--- config.mk ---
export PLATFORM = sky130hd
export DESIGN_NAME = scmttkrp_qmul
export DESIGN_NICKNAME = d
export VERILOG_FILES = /design/src/rtl/scmttkrp_pkg.sv /design/src/rtl/scmttkrp_qmul.sv
export SDC_FILE = /design/constraint.sdc
export NUM_CORES = 2
export LEC_CHECK = 0
export ABC_AREA = 1
export BUFFER_PORTS_ARGS = -buffer_cell sky130_fd_sc_hd__buf_2
export CAP_MARGIN = 20
export CELL_PAD_IN_SITES_DETAIL_PLACEMENT = 0
export CELL_PAD_IN_SITES_GLOBAL_PLACEMENT = 1
export CORE_UTILIZATION = 48
export CTS_CLUSTER_DIAMETER = 50
export CTS_CLUSTER_SIZE = 8
export DETAILED_ROUTE_END_ITERATION = 7
export PLACE_DENSITY_LB_ADDON = 0.1
export SLEW_MARGIN = 20
export SYNTH_ARGS = -nofsm -noshare
export SYNTH_HDL_FRONTEND = slang
export SYNTH_SLANG_ARGS = --single-unit
--- constraint.sdc ---
create_clock -name clk_i -period 9.9 [get_ports clk_i]
set_clock_uncertainty 0.05 [all_clocks]
set_input_delay 0.495 -clock clk_i [delete_from_list [all_inputs] [get_ports clk_i]]
set_output_delay 0.495 -clock clk_i [all_outputs]
set_load 0.02 [all_outputs]
--- src/rtl/scmttkrp_pkg.sv ---
`timescale 1ns / 1ps
`default_nettype none
// ----------------------------------------------------------------------------
// scmttkrp_pkg
// Shared types, sizes and codes of the sparse COO MTTKRP accumulator.
// ----------------------------------------------------------------------------
package scmttkrp_pkg;

  localparam int unsigned MaxModes = 4;
  localparam int unsigned MaxDim   = 1024;
  localparam int unsigned MaxRank  = 16;

  localparam int unsigned ModeW  = $clog2(MaxModes);
  localparam int unsigned DimW   = $clog2(MaxDim);
  localparam int unsigned RankW  = $clog2(MaxRank);
  localparam int unsigned FacAw  = ModeW + DimW + RankW;
  localparam int unsigned OutAw  = DimW + RankW;
  localparam int unsigned DataW  = 32;
  localparam int unsigned ModeCntW = $clog2(MaxModes + 1);
  localparam int unsigned RankCntW = $clog2(MaxRank + 1);

  // register indexes of the configuration port
  localparam logic [1:0] RegNumModes   = 2'd0;
  localparam logic [1:0] RegTargetMode = 2'd1;
  localparam logic [1:0] RegRankInUse  = 2'd2;

  // item actions
  localparam logic [1:0] ActClear   = 2'd0;
  localparam logic [1:0] ActLoad    = 2'd1;
  localparam logic [1:0] ActNonzero = 2'd2;
  localparam logic [1:0] ActRead    = 2'd3;

  typedef struct packed {
    logic             we;
    logic [FacAw-1:0] waddr;
    logic [DataW-1:0] wdata;
    logic [FacAw-1:0] raddr;
  } fac_req_t;

  typedef struct packed {
    logic             we;
    logic [OutAw-1:0] waddr;
    logic [DataW-1:0] wdata;
    logic [OutAw-1:0] raddr;
  } out_req_t;

  function automatic logic signed [DataW-1:0] sat_add(input logic signed [DataW-1:0] a,
                                                      input logic signed [DataW-1:0] b);
    logic signed [DataW:0] s;
    s = {a[DataW-1], a} + {b[DataW-1], b};
    if (s[DataW] != s[DataW-1]) begin
      sat_add = s[DataW] ? {1'b1, {(DataW-1){1'b0}}} : {1'b0, {(DataW-1){1'b1}}};
    end else begin
      sat_add = s[DataW-1:0];
    end
  endfunction

endpackage
`default_nettype wire

--- src/rtl/scmttkrp_qmul.sv ---
`timescale 1ns / 1ps
`default_nettype none
// ----------------------------------------------------------------------------
// scmttkrp_qmul
// Q16.16 multiply: registered 64-bit product, then floor shift and saturate.
// ----------------------------------------------------------------------------
module scmttkrp_qmul
  import scmttkrp_pkg::*;
(
  input  wire logic                    clk_i,
  input  wire logic                    start_i,
  input  wire logic signed [DataW-1:0] a_i,
  input  wire logic signed [DataW-1:0] b_i,
  output logic signed      [DataW-1:0] p_o
);

  logic signed [2*DataW-1:0] prod_q;
  logic signed [2*DataW-1:0] shifted;

  always_ff @(posedge clk_i) begin
    if (start_i) begin
      prod_q <= a_i * b_i;
    end
  end

  always_comb begin
    shifted = prod_q >>> 16;
    // fits when the result sign bit and all bits above it agree
    if ((&shifted[2*DataW-1:DataW-1]) || !(|shifted[2*DataW-1:DataW-1])) begin
      p_o = shifted[DataW-1:0];
    end else if (shifted[2*DataW-1]) begin
      p_o = {1'b1, {(DataW-1){1'b0}}};
    end else begin
      p_o = {1'b0, {(DataW-1){1'b1}}};
    end
  end

endmodule
`default_nettype wire

==> metrics.log <==
INFO  metric status = finished clean
INFO  metric mappedNetlistArea = 40,030 µm²
INFO  metric number_of_global_route_vias_before_repair = 32,960
INFO  metric largest_register_ff_count = 48
INFO  metric die-height = 290.8 µm
INFO  metric dr.first_iter.drc_count = 1,600
INFO  metric initial_core_util = 48.68%
INFO  metric grt-ovfl-total = 0
INFO  metric clock-root-buffer = sky130_fd_sc_hd__clkbuf_16
INFO  metric flow.area_growth_from_synthesis = 3.675%
INFO  metric setup.worst_path.class = in -> reg
INFO  metric grtUsageMet3 = 1.805%
INFO  metric cts.htree.levels = 2
INFO  metric route.detailed.wl_per_inst = 18.31 µm
INFO  metric grt.total_usage = 28.32%
INFO  metric finalInstanceArea = 41,500 µm²
INFO  metric drive_above_1_share = 3.107%
INFO  metric ctsResizeCount = 0
INFO  metric hold_path_class = in -> reg
INFO  metric yosys.cell_types.count = 30
INFO  metric antenna_found_initial = 6
INFO  metric post-dp-hpwl = 97,090 µm
INFO  metric endpoint_kind = flop
INFO  metric grt_pass1_wl = 185,000 µm
INFO  metric synthesis.area_per_instance = 7.874 µm²
INFO  metric portBuffers = 97
INFO  metric finalWirelength = 111,600 µm
INFO  metric post-route-period-util = 81.56%
INFO  metric hold_ws = 815.6 ps
INFO  metric synth_enable_flop_cells = 48
INFO  metric worstSetupStartpointType = input pin
INFO  metric nFillCells = 8,260
INFO  metric grt_max_degree = 49
INFO  metric synth_most_common_cell = sky130_fd_sc_hd__inv_1
INFO  metric cts.hold.buffers_added = 0
INFO  metric number_of_buffers_on_the_longest_clock_path = 2
INFO  metric clkSinkCount = 48
INFO  metric post_syn_nets = 6,411
INFO  metric timing.hold.worst.start = start_i
INFO  metric vias = 29,550
INFO  metric yosysTopAreaCellShare = 54.06%
INFO  metric gr-usage-met1 = 36.95%
INFO  metric final_net_count = 6,347
INFO  metric first_pass_iters = 6
INFO  metric synth-main-ff-cell = sky130_fd_sc_hd__edfxtp_1
INFO  metric slew-limit-headroom = 33.50%
INFO  metric rsz0062_at_grt = no
INFO  metric tritoncts = yes
INFO  metric hold_depth = 2
INFO  metric worst-path-max-fanout = 32
INFO  metric post_drt_via_cell_ratio = 4.848
INFO  metric seq_area_frac_synth = 3.600%
INFO  metric hold_viol_final = 0
INFO  metric postCtsSetupBuffers = 0
INFO  metric synth-async-reset-ratio = 0%
INFO  metric floorplan.io_pins = 98
INFO  metric ys_warn_count = 0
INFO  metric slew_viols_final = 0
INFO  metric final.min_clock_period = 8075 ps
INFO  metric post-synth-top-area-cell = sky130_fd_sc_hd__fa_1
INFO  metric cp.arrival = 8080 ps
INFO  metric synth_area_leaders = sky130_fd_sc_hd__fa_1, sky130_fd_sc_hd__inv_1, sky130_fd_sc_hd__nand2_1
INFO  metric max_freq = 123.8 MHz
INFO  metric clkSlewWorstSetupHoldPaths = 70 ps
INFO  metric hold_end = prod_q[37]$_DFFE_PP_
INFO  metric cp.required = 9910 ps
INFO  metric timing.max_cap.violations = 0
INFO  metric ys_seq_elements = 48
INFO  metric tightestPinTransition = 997.6 ps
INFO  metric design.core.area = 82,240 µm²
INFO  metric top_register = prod_q
INFO  metric busiest_layer = met2
INFO  metric reg_top3 = prod_q: 48 flops
INFO  metric die_area = 84,560 µm²
INFO  metric report.final.setup_viol = 0
INFO  metric synth_top_cells_by_count = sky130_fd_sc_hd__inv_1, sky130_fd_sc_hd__nand2_1, sky130_fd_sc_hd__fa_1
INFO  metric post-route-drc-count = 0
INFO  metric fp.dieW = 290.8 µm
INFO  metric gp_congestion = 0.9468
INFO  metric drtAntennaViolNets = 0
INFO  metric numCtsBuffers = 5
INFO  metric fin_tns_setup = 0 ps
INFO  metric synthCells = 5,084
INFO  metric grtUsageMet2 = 51.52%
INFO  metric total_cell_area_at_the_placement_stage = 41,340 µm²
INFO  metric row_count = 105
-- through the flow --
stage / worst slack [ps] / util (%) / std cells
3_3_place_gp: 1445 / 50.27 / 6083
5_1_grt: 1171 / 50.46 / 6094
3_5_place_dp: 1448 / 50.27 / 6083
6_report: 1825 / 50.47 / 6095
2_1_floorplan: 2593 / - / 5084
4_1_cts: 1732 / 50.45 / 6091
-- critical path: stages --
cell and delay, ps:
sky130_fd_sc_hd__buf_2 560, sky130_fd_sc_hd__nand2_1 100, sky130_fd_sc_hd__inv_1 100, sky130_fd_sc_hd__fa_1 420
sky130_fd_sc_hd__inv_1 250, sky130_fd_sc_hd__fa_1 460, sky130_fd_sc_hd__inv_1 220, sky130_fd_sc_hd__fa_1 500
sky130_fd_sc_hd__fa_1 830, sky130_fd_sc_hd__inv_1 390, sky130_fd_sc_hd__fa_1 580, sky130_fd_sc_hd__inv_1 50
sky130_fd_sc_hd__fa_1 520, sky130_fd_sc_hd__inv_1 50, sky130_fd_sc_hd__fa_1 470, sky130_fd_sc_hd__inv_1 50
sky130_fd_sc_hd__fa_1 440, sky130_fd_sc_hd__ha_1 420, sky130_fd_sc_hd__nand2_1 160, sky130_fd_sc_hd__nor2_1 210
sky130_fd_sc_hd__inv_1 110, sky130_fd_sc_hd__nor2_1 190, sky130_fd_sc_hd__nand2_1 90, sky130_fd_sc_hd__nor3_1 140
sky130_fd_sc_hd__nand2_1 100, sky130_fd_sc_hd__nand3_1 80, sky130_fd_sc_hd__nand2_1 60
-- how the worst max path moves through the flow --
stage | cells past startpoint | slack, ps | end | from
2_1_floorplan | 27 | 2590 | prod_q[58]$_DFFE_PP_ | a_i[31]
3_3_place_gp | 27 | 1440 | prod_q[56]$_DFFE_PP_ | b_i[7]
3_5_place_dp | 27 | 1450 | prod_q[59]$_DFFE_PP_ | b_i[7]
4_1_cts | 27 | 1730 | prod_q[59]$_DFFE_PP_ | b_i[7]
5_1_grt | 27 | 1170 | prod_q[59]$_DFFE_PP_ | b_i[7]
6_report | 27 | 1830 | prod_q[59]$_DFFE_PP_ | b_i[7]
-- kinds of logic after synthesis --
kind of cell               synth area share (%)
buffers and inverters                     17.51
and+or+nand+nor                           16.82
adders and majority gates                 59.68
AOI/OAI and AO/OA                         1.800
DFF                                       3.600
xor gates and xnor gates                 0.5907
-- per-layer routing --
metal | routed length (µm) | up-vias
li1 | - | 13770
met1 | 46540 | 15020
met2 | 57560 | 640
met3 | 4471 | 126
met4 | 3019 | 2
met5 | 13 | -
-- area by class of cell --
class	count	area, µm²	area share (%)
flip-flops and latches	48	1441	3.473
repair buffers	128	718.2	1.730
clock inverters	3	18.77	0.04522
multi-input cells	3170	31600	76.12
well taps	1070	1339	3.226
inverters	1667	6257	15.08
diodes	4	10.01	0.02412
clock buffers	5	125.1	0.3015
-- layout by cell type (no fill, tap or decap), types with 5 or more instances in the layout --
master,netlist,final
sky130_fd_sc_hd__nand2_1,1484,1484
sky130_fd_sc_hd__xor2_1,20,20
sky130_fd_sc_hd__or2_2,7,7
sky130_fd_sc_hd__a21oi_1,84,84
sky130_fd_sc_hd__xnor2_1,7,7
sky130_fd_sc_hd__ha_1,180,180
sky130_fd_sc_hd__nor3_1,8,8
sky130_fd_sc_hd__nor4_1,5,5
sky130_fd_sc_hd__clkbuf_16,0,5
sky130_fd_sc_hd__nor2_1,163,163
sky130_fd_sc_hd__buf_4,0,31
sky130_fd_sc_hd__buf_2,3,97
sky130_fd_sc_hd__nand4_1,10,10
sky130_fd_sc_hd__o21ai_0,41,40
sky130_fd_sc_hd__edfxtp_1,48,48
sky130_fd_sc_hd__inv_1,1664,1664
sky130_fd_sc_hd__fa_1,1081,1081
sky130_fd_sc_hd__nand3_1,53,53
sky130_fd_sc_hd__o21bai_1,10,10
Power is not shown: default switching activity piles up to over one toggle a cycle in this logic, so the estimate is an artifact.
